## src/design/frx_pkg.sv

```systemverilog
// shared constants and types of the focuser reply frame receiver
package frx_pkg;

	localparam logic [7:0] START_BYTE = 8'h46;
	localparam logic [7:0] LETTER_G   = 8'h47;
	localparam logic [7:0] LETTER_D   = 8'h44;
	localparam logic [7:0] SWITCH_ON  = 8'h32;
	localparam logic [7:0] DIGIT_ZERO = 8'h30;
	localparam logic [7:0] DIGIT_NINE = 8'h39;

	localparam logic [3:0] POS_HUNT   = 4'd0;
	localparam logic [3:0] POS_LETTER = 4'd1;
	localparam logic [3:0] POS_SWITCH = 4'd4;
	localparam logic [3:0] POS_CHECK  = 4'd8;

	localparam logic [15:0] SKIP_MAX = 16'hFFFF;

	typedef struct packed {
		logic [7:0]  command_letter;
		logic [47:0] payload_raw;
		logic [19:0] decimal_value;
		logic [3:0]  switch_mask;
		logic        checksum_ok;
		logic        command_match;
		logic [15:0] skipped_bytes;
	} frx_result_t;

	typedef struct packed {
		logic frame_last;
	} frx_status_t;

endpackage

```

## src/design/frx_frame_core.sv

```systemverilog
// frame state, running sum, digit accumulation and result forming
module frx_frame_core (
	input  logic               clk,
	input  logic               arst_n,
	input  logic               accept,
	input  logic [7:0]         rx_byte,
	input  logic               cfg_write,
	input  logic [7:0]         cfg_data,
	output frx_pkg::frx_result_t result,
	output frx_pkg::frx_status_t status
);
	import frx_pkg::*;

	logic [3:0]  pos_q;
	logic [7:0]  sum_q;
	logic [7:0]  letter_q;
	logic [47:0] payload_q;
	logic [19:0] acc_q;
	logic        ended_q;
	logic [3:0]  switch_q;
	logic [15:0] skip_q;
	logic [7:0]  expected_q;

	logic        hunting;
	logic        is_digit;
	logic [19:0] acc_next;

	assign hunting  = (pos_q == POS_HUNT) || (pos_q > POS_CHECK);
	assign is_digit = (rx_byte >= DIGIT_ZERO) && (rx_byte <= DIGIT_NINE);
	assign acc_next = {acc_q[16:0], 3'b000} + {acc_q[18:0], 1'b0}
		+ {16'd0, rx_byte[3:0]};

	assign status.frame_last = (pos_q == POS_CHECK);

	assign result.command_letter = letter_q;
	assign result.payload_raw    = payload_q;
	assign result.decimal_value  = acc_q;
	assign result.switch_mask    = switch_q;
	assign result.checksum_ok    = (rx_byte == sum_q);
	assign result.command_match  = (letter_q == expected_q)
		|| ((expected_q == LETTER_G) && (letter_q == LETTER_D));
	assign result.skipped_bytes  = skip_q;

	always_ff @(posedge clk or negedge arst_n) begin
		if (!arst_n) begin
			expected_q <= LETTER_G;
		end else if (cfg_write) begin
			expected_q <= cfg_data;
		end
	end

	always_ff @(posedge clk or negedge arst_n) begin
		if (!arst_n) begin
			pos_q     <= POS_HUNT;
			sum_q     <= '0;
			letter_q  <= '0;
			payload_q <= '0;
			acc_q     <= '0;
			ended_q   <= 1'b0;
			switch_q  <= '0;
			skip_q    <= '0;
		end else if (accept) begin
			if (hunting || (pos_q == POS_CHECK)) begin
				letter_q  <= '0;
				payload_q <= '0;
				acc_q     <= '0;
				ended_q   <= 1'b0;
				switch_q  <= '0;
			end
			if (hunting) begin
				if (rx_byte == START_BYTE) begin
					pos_q <= POS_LETTER;
					sum_q <= rx_byte;
				end else begin
					pos_q <= POS_HUNT;
					sum_q <= '0;
					if (skip_q != SKIP_MAX) begin
						skip_q <= skip_q + 16'd1;
					end
				end
			end else if (pos_q == POS_CHECK) begin
				pos_q  <= POS_HUNT;
				sum_q  <= '0;
				skip_q <= '0;
			end else begin
				sum_q <= sum_q + rx_byte;
				pos_q <= pos_q + 4'd1;
				if (pos_q == POS_LETTER) begin
					letter_q <= rx_byte;
				end else begin
					payload_q <= {payload_q[39:0], rx_byte};
					if (!ended_q) begin
						if (is_digit) begin
							acc_q <= acc_next;
						end else begin
							ended_q <= 1'b1;
						end
					end
					if ((pos_q >= POS_SWITCH) && (rx_byte == SWITCH_ON)) begin
						switch_q[pos_q[1:0]] <= 1'b1;
					end
				end
			end
		end
	end

endmodule

```

## src/design/frx_out_reg.sv

```systemverilog
// result register between the frame logic and the output channel
module frx_out_reg (
	input  logic                 clk,
	input  logic                 arst_n,
	input  logic                 load,
	input  frx_pkg::frx_result_t result_in,
	input  logic                 out_stall,
	output logic                 out_valid,
	output frx_pkg::frx_result_t result_out
);
	import frx_pkg::*;

	logic        valid_q;
	frx_result_t data_q;

	assign out_valid  = valid_q;
	assign result_out = data_q;

	always_ff @(posedge clk or negedge arst_n) begin
		if (!arst_n) begin
			valid_q <= 1'b0;
		end else if (load) begin
			valid_q <= 1'b1;
		end else if (!out_stall) begin
			valid_q <= 1'b0;
		end
	end

	always_ff @(posedge clk) begin
		if (load) begin
			data_q <= result_in;
		end
	end

endmodule

```

## src/design/focuser_reply_frame_receiver.sv

```systemverilog
// top level of the focuser reply frame receiver
// result: a result word appears in the cycle after the ninth frame byte is accepted
// throughput: one byte word per cycle; the last frame byte stalls only while
//   the previous result word is still held by a stalled output
// reset: asynchronous active low, clears frame state, skip count and output
//   valid, expected command returns to 'G'
module focuser_reply_frame_receiver (
	input  logic        clk,
	input  logic        arst_n,
	input  logic        in_valid,
	output logic        in_stall,
	input  logic [7:0]  rx_byte,
	input  logic        cfg_write,
	input  logic [7:0]  cfg_data,
	output logic        out_valid,
	input  logic        out_stall,
	output logic [7:0]  command_letter,
	output logic [47:0] payload_raw,
	output logic [19:0] decimal_value,
	output logic [3:0]  switch_mask,
	output logic        checksum_ok,
	output logic        command_match,
	output logic [15:0] skipped_bytes
);
	import frx_pkg::*;

	frx_result_t result;
	frx_result_t result_out;
	frx_status_t status;
	logic        accept;

	assign in_stall = status.frame_last && out_valid && out_stall;
	assign accept   = in_valid && !in_stall;

	frx_frame_core u_core (
		.clk       (clk),
		.arst_n    (arst_n),
		.accept    (accept),
		.rx_byte   (rx_byte),
		.cfg_write (cfg_write),
		.cfg_data  (cfg_data),
		.result    (result),
		.status    (status)
	);

	frx_out_reg u_out (
		.clk        (clk),
		.arst_n     (arst_n),
		.load       (accept && status.frame_last),
		.result_in  (result),
		.out_stall  (out_stall),
		.out_valid  (out_valid),
		.result_out (result_out)
	);

	assign command_letter = result_out.command_letter;
	assign payload_raw    = result_out.payload_raw;
	assign decimal_value  = result_out.decimal_value;
	assign switch_mask    = result_out.switch_mask;
	assign checksum_ok    = result_out.checksum_ok;
	assign command_match  = result_out.command_match;
	assign skipped_bytes  = result_out.skipped_bytes;

	a_stall_only_when_full: assert property (@(posedge clk) disable iff (!arst_n)
		in_stall |-> (out_valid && out_stall && status.frame_last))
		else $error("input stalled without a held result");

	a_rise_after_last: assert property (@(posedge clk) disable iff (!arst_n)
		$rose(out_valid) |-> $past(accept && status.frame_last))
		else $error("result appeared without a completed frame");

	a_held_not_lost: assert property (@(posedge clk) disable iff (!arst_n)
		(out_valid && out_stall) |=> out_valid)
		else $error("stalled result dropped");

endmodule
```

## config.mk

```make
export PLATFORM = sky130hd
export DESIGN_NAME = focuser_reply_frame_receiver
export DESIGN_NICKNAME = d
export VERILOG_FILES = /design/src/design/frx_pkg.sv /design/src/design/frx_frame_core.sv /design/src/design/frx_out_reg.sv /design/src/design/focuser_reply_frame_receiver.sv
export SDC_FILE = /design/constraint.sdc
export NUM_CORES = 1
export LEC_CHECK = 0
export BUFFER_PORTS_ARGS = -buffer_cell sky130_fd_sc_hd__buf_4
export CAP_MARGIN = 10
export CORE_MARGIN = 1
export CORE_UTILIZATION = 52
export DETAILED_ROUTE_END_ITERATION = 7
export PLACE_DENSITY_LB_ADDON = 0.1
export SLEW_MARGIN = 5
export SYNTH_ARGS = -nofsm -noshare
export SYNTH_HDL_FRONTEND = slang
export SYNTH_HIERARCHICAL = 1
export SYNTH_SLANG_ARGS = --single-unit
```

## constraint.sdc

```tcl
create_clock -name clk -period 6 [get_ports clk]
set_input_delay 1.8 -clock clk [delete_from_list [all_inputs] [get_ports clk]]
set_output_delay 1.8 -clock clk [all_outputs]
set_load 0.01 [all_outputs]
```

# Word-level counts from Yosys, hierarchy flattened
# Index checks and enable logic that the tools add are counted.
# word_totals
reg_bits	216
wordCells	96
in_bits	21
output_inout_bits	100
# classes
n_eq_ne	12
reduce_logical	15
bitwise	1
n_addsub	5
n_mux	40
n_lt_le_gt_ge	6
# ops
cell	n
$mux 48	4
$mux 20	6
$mux 16	4
$mux 8	7
$mux 4	8
$eq 8x7->1 const B	3
$add 20x20->20	1
$add 20x4->20	1
$add 16x1->16 const B	1
$eq 8x8->1	2
$ne 16x16->1 const B	1
$mux 1	10
$add 8x8->8	1
$eq 8x6->1 const B	1
$ge 8x6->1 const B	1
$le 8x6->1 const B	1
$logic_and 1x1->1	8
$add 4x1->4 const B	1
$eq 4x1->1 const B	1
$eq 4x4->1 const B	1
$ge 4x3->1 const B	1
$gt 4x4->1 const B	1
$logic_not 4->1	1
$ne 2x2->1 const B	2
other kinds (9)	11

# Depth between registers and ports, before layout
# logic_depth
ltp_word	11
ltp_mapped	13

# Modules after synthesis
# Netlist, hierarchy kept.
# by_module_without_submodules
module	area_per_inst_um2	instances	cells_each
frx_frame_core	6541.3	1	717
frx_out_reg	2975.4	1	100
focuser_reply_frame_receiver	28.8	1	4

# Worst setup path after synthesis
# OpenSTA, ideal clock, no wires.
# synth_path
path_kind	in2reg
from	input port in_valid
to	register u_out.data_q (netlist bit u_out/result_out[0]) (enable)
t_arrival_ns	6.628
setup_time_ns	0.589
stages	2
path_slack_ns	-1.217
path_cell_list	nand2_1 > a21oi_1
# synth_via
elab_chain_len	2
# synth_rtl
element	line_no	source
start: declaration	focuser_reply_frame_receiver.sv:10	input logic in_valid,
$logic_and 1x1->1	focuser_reply_frame_receiver.sv:33	assign accept = in_valid && !in_stall;
$logic_and 1x1->1	focuser_reply_frame_receiver.sv:49	.load (accept && status.frame_last),
end signal: assignment	frx_out_reg.sv:31	data_q <= result_in;
end: declaration	frx_out_reg.sv:14	frx_result_t data_q;
# Every way passes these cells.
# A chain may end at the register's enable or synchronous reset.

# Worst setup path after layout
# layout_path
from	input port out_stall
to	output port in_stall
# layout_via
elab_chain_len	1
# layout_rtl
element	line_no	source
start: declaration	focuser_reply_frame_receiver.sv:16	input logic out_stall,
$logic_and 1x1->1	focuser_reply_frame_receiver.sv:32	assign in_stall = status.frame_last && out_valid && out_stall;
end: declaration	focuser_reply_frame_receiver.sv:11	output logic in_stall,
# Every way passes these cells.

==> flow_metrics.py <==
metrics = {
    "outcome": {
        "status": "finished, final reports clean",
    },
    "global_routing": {
        "overflow": 0,
        "grt_pass1_vias": 6605,
        "antenna_found_initial": 0,
        "grt_max_degree": 71,
        "grtUsageTotal": 0.2219,
        "grt_pass1_wl_um": 32820,
    },
    "drt": {
        "route.vias.total": 6671,
        "vias_per_cell": 5.611,
        "final_antenna_net_count": 0,
        "drc_errors": 0,
        "first_pass_iters": 6,
        "wl_per_cell_um": 17.28,
        "routed_wl_um": 20540,
        "drt-initial-drc-count": 546,
    },
    "cells_and_area": {
        "drive_above_1_share": 0.2052,
        "final_nets": 1014,
        "diodes": 0,
        "fillers": 1410,
        "seqCellArea_um2": 5901,
        "multi_input_area_um2": 3466,
        "syn2layout_area_growth_pct": 20.67,
    },
    "logic_synthesis": {
        "synth-warning-count": 6,
        "synth.ff_latch_count": 216,
        "synth.distinct_cells": 73,
        "syn_inst": 821,
        "synth_edf_count": 98,
        "syn-mean-instance-area_um2": 11.63,
        "seq_area_frac_synth": 0.6182,
        "syn_area_um2": 9545,
        "async_flop_share": 0.5463,
        "synth_nets": 891,
        "synth_ff_type": "dfrtp_1",
    },
    "worst_setup_path": {
        "required_ps": 4200,
        "cp-end-kind": "output pin",
        "worst_r2r_endpoint": "u_core/acc_q[19]",
        "cp_max_fo": 3,
        "critPathArrivalTime_ps": 2250,
        "reg2reg_depth": 15,
        "critical-path-top-delay-family": "buffers and inverters",
        "startpoint_type": "input pin",
        "timing_worst_setup_path_type": "in2out",
        "crit_path_frequent_cell": "buf_4",
        "critical-path-max-stage-delay_ps": 180,
        "timing.reg2reg.setup_slack_ps": 2650,
        "rr_startpoint": "u_core/pos_q[0]",
        "critPathSlowestCell": "and3_4",
        "path_buf_inv": 2,
        "crit_chain": "buf_4 > and3_4 > buf_4",
    },
    "power": {
        "p_sw_frac": 0.2606,
        "vdd_drop_max_mv": 0.2806,
        "power.density_nw_per_um2": 326.1,
        "p_int_uw": 2777,
        "comb_power_share": 0.135,
        "leakage_uw": 0.004965,
        "clkPwrFrac": 0.406,
        "power_frac_seq": 0.459,
        "p_switching_uw": 979.0,
    },
    "clock_network": {
        "ctsHoldBuffers": 0,
        "cts_buffers": 22,
        "cts_root_buffer": "clkbuf_16",
        "clk_pin_slew_ps": 60,
        "cts.sinks": 216,
        "cts_setup_buffers": 0,
        "cts_resized": 0,
        "clockBufferDepth": 3,
        "cts_max_level": 1,
        "cts_tree": "done",
        "clk_latency_ps": 490,
    },
    "timing": {
        "finalClockSkew_ps": 9.181,
        "fin_tns_setup_ps": 0,
        "finalCritPeriodShare": 0.6744,
        "rsz0062_at_grt": "no",
        "min_period_ps": 4046,
        "tightest_slew_ps": 1020,
        "finalHoldViolations": 0,
        "max_freq_mhz": 247.1,
        "max-slew-margin-rel": 0.3148,
        "fin_hold_ws_ps": 443.6,
        "finalMaxSlewViolations": 0,
        "finalSetupViolCount": 0,
    },
    "min_path": {
        "worstHoldPathType": "reg2reg",
        "hold_end": "u_out/result_out[82]",
        "min_from": "u_core/payload_q[40]",
        "hold_depth": 0,
    },
    "floorplan": {
        "initial_core_util": 0.5314,
        "die_x_um": 137.5,
        "core-area_um2": 17960,
        "pin_count": 121,
        "row_count": 49,
        "die_h_um": 137.5,
        "die-area_um2": 18900,
    },
    "place": {
        "place.gp.congestion": 0.8694,
        "dp_hpwl_um": 13840,
        "port-buffer-count": 120,
    },
    "flow_run": {
        "max_cap_violations": 0,
    },
}
-- sequential cells by signal, summed over array words and instances, names as in the netlist --
name and cells:
u_core/payload_q 48, u_core/skip_q 16, u_core/pos_q 4, u_out/out_valid 1
u_core/acc_q 20, u_core/sum_q 8, u_core/ended_q 1, u_out/result_out 98
u_core/letter_q 8, u_core/switch_q 4, u_core/expected_q 8
-- per-stage QoR --
| stage | cell area [um2] | setup WS, ps | instances | utilization | total power [uW] |
|---|---|---|---|---|---|
| finish | 11520 | 1954 | 1189 | 0.6412 | 3756 |
| global route | 11520 | 1840 | 1189 | 0.6412 | 3906 |
| CTS | 11510 | 1953 | 1188 | 0.6408 | 3785 |
| floorplan | 9549 | 1017 | 821 | - | 2095 |
| global placement | 10690 | 1638 | 1148 | 0.5953 | 2236 |
| detailed placement | 10690 | 1509 | 1148 | 0.5953 | 2251 |
-- cell usage in the layout (no fill, tap or decap), types with 4 or more instances in the layout --
cell       instances
a21oi_1           81
a22o_1             5
a31oi_1            4
and2_1             6
and3_1             7
buf_4            129
bufinv_16          6
clkbuf_1           4
clkbuf_16         23
dfrtp_1          114
dfstp_2            4
edfxtp_1          98
ha_1              46
inv_1             18
mux2_2             8
nand2_1          159
nand2b_1           9
nand3_1           14
nand4_1           11
nor2_1            45
nor3_1            11
nor4_1             4
o211ai_1           4
o21ai_0           31
o21ai_1            7
xnor2_1           25
xor2_1             9
-- power groups by stage --
stage,sequential [uW],clock (uW),combinational [uW]
6_report,1720,1520,509
5_1_grt,1730,1610,564
4_1_cts,1720,1560,505
3_5_place_dp,1750,0,500
3_3_place_gp,1750,0,489
2_1_floorplan,1720,0,374
-- cells by family (layout without fill, tap and decap cells) --
family          after synthesis  after routing  synth area share
simple gates                289            289            0.1389
flops                       216            216            0.6182
compound gates              172            172            0.1106
buf+inv                      51            190           0.02110
fa+ha+maj                    49             49           0.06659
xor+xnor                     35             35           0.03408
mux                           9              9           0.01049
-- synthesized netlist by cell type, drive strengths merged (4+ instances only) --
library cell  instances  area (um2)
nand2               159       596.8
dfrtp               114        2853
edfxtp               98        2943
a21oi                84       431.7
ha                   46       575.6
nor2                 45       168.9
o21ai                40       207.7
xnor2                26       246.5
clkbuf               22       82.58
inv                  21       78.82
nand3                14       70.07
nor3                 12       65.06
nand4                11       68.82
nand2b                9       56.30
xor2                  9       78.83
and3                  8       55.05
buf                   8       40.04
mux2                  8       90.09
and2                  6       37.54
a22o                  5       43.79
nor4                  5       37.53
o31ai                 5       56.30
a31oi                 4       25.02
dfstp                 4       105.1
nor2b                 4       35.03
o211ai                4       30.03
-- worst max-delay path by stage --
stage | slack [ps] | from | cells past startpoint | end
5_1_grt | 1840 | rx_byte[3] | 10 | u_core/acc_q[18]
3_3_place_gp | 1640 | rx_byte[3] | 11 | u_core/acc_q[17]
3_5_place_dp | 1510 | rx_byte[3] | 11 | u_core/acc_q[17]
2_1_floorplan | 1020 | in_valid | 2 | u_out/result_out[0]
4_1_cts | 1950 | out_stall | 3 | in_stall
6_report | 1950 | out_stall | 3 | in_stall
-- per-layer routing --
metal	vias up	GRT usage	wire, um
met5	-	0	0
met4	0	0.07082	399
met3	31	0.03164	1068
met2	206	0.3758	10200
met1	3263	0.2947	8870
li1	3171	-	-
-- final cells by class --
cell class                 instances  share of cell area
inverter                          21            0.006843
multi-input combinational        554              0.3009
sequential                       216              0.5123
clock buffer                      27             0.05127
tap                              229             0.02488
timing repair buffer             129             0.08408
clock inverter                    13             0.01977
(Power assumes the default switching activity.)
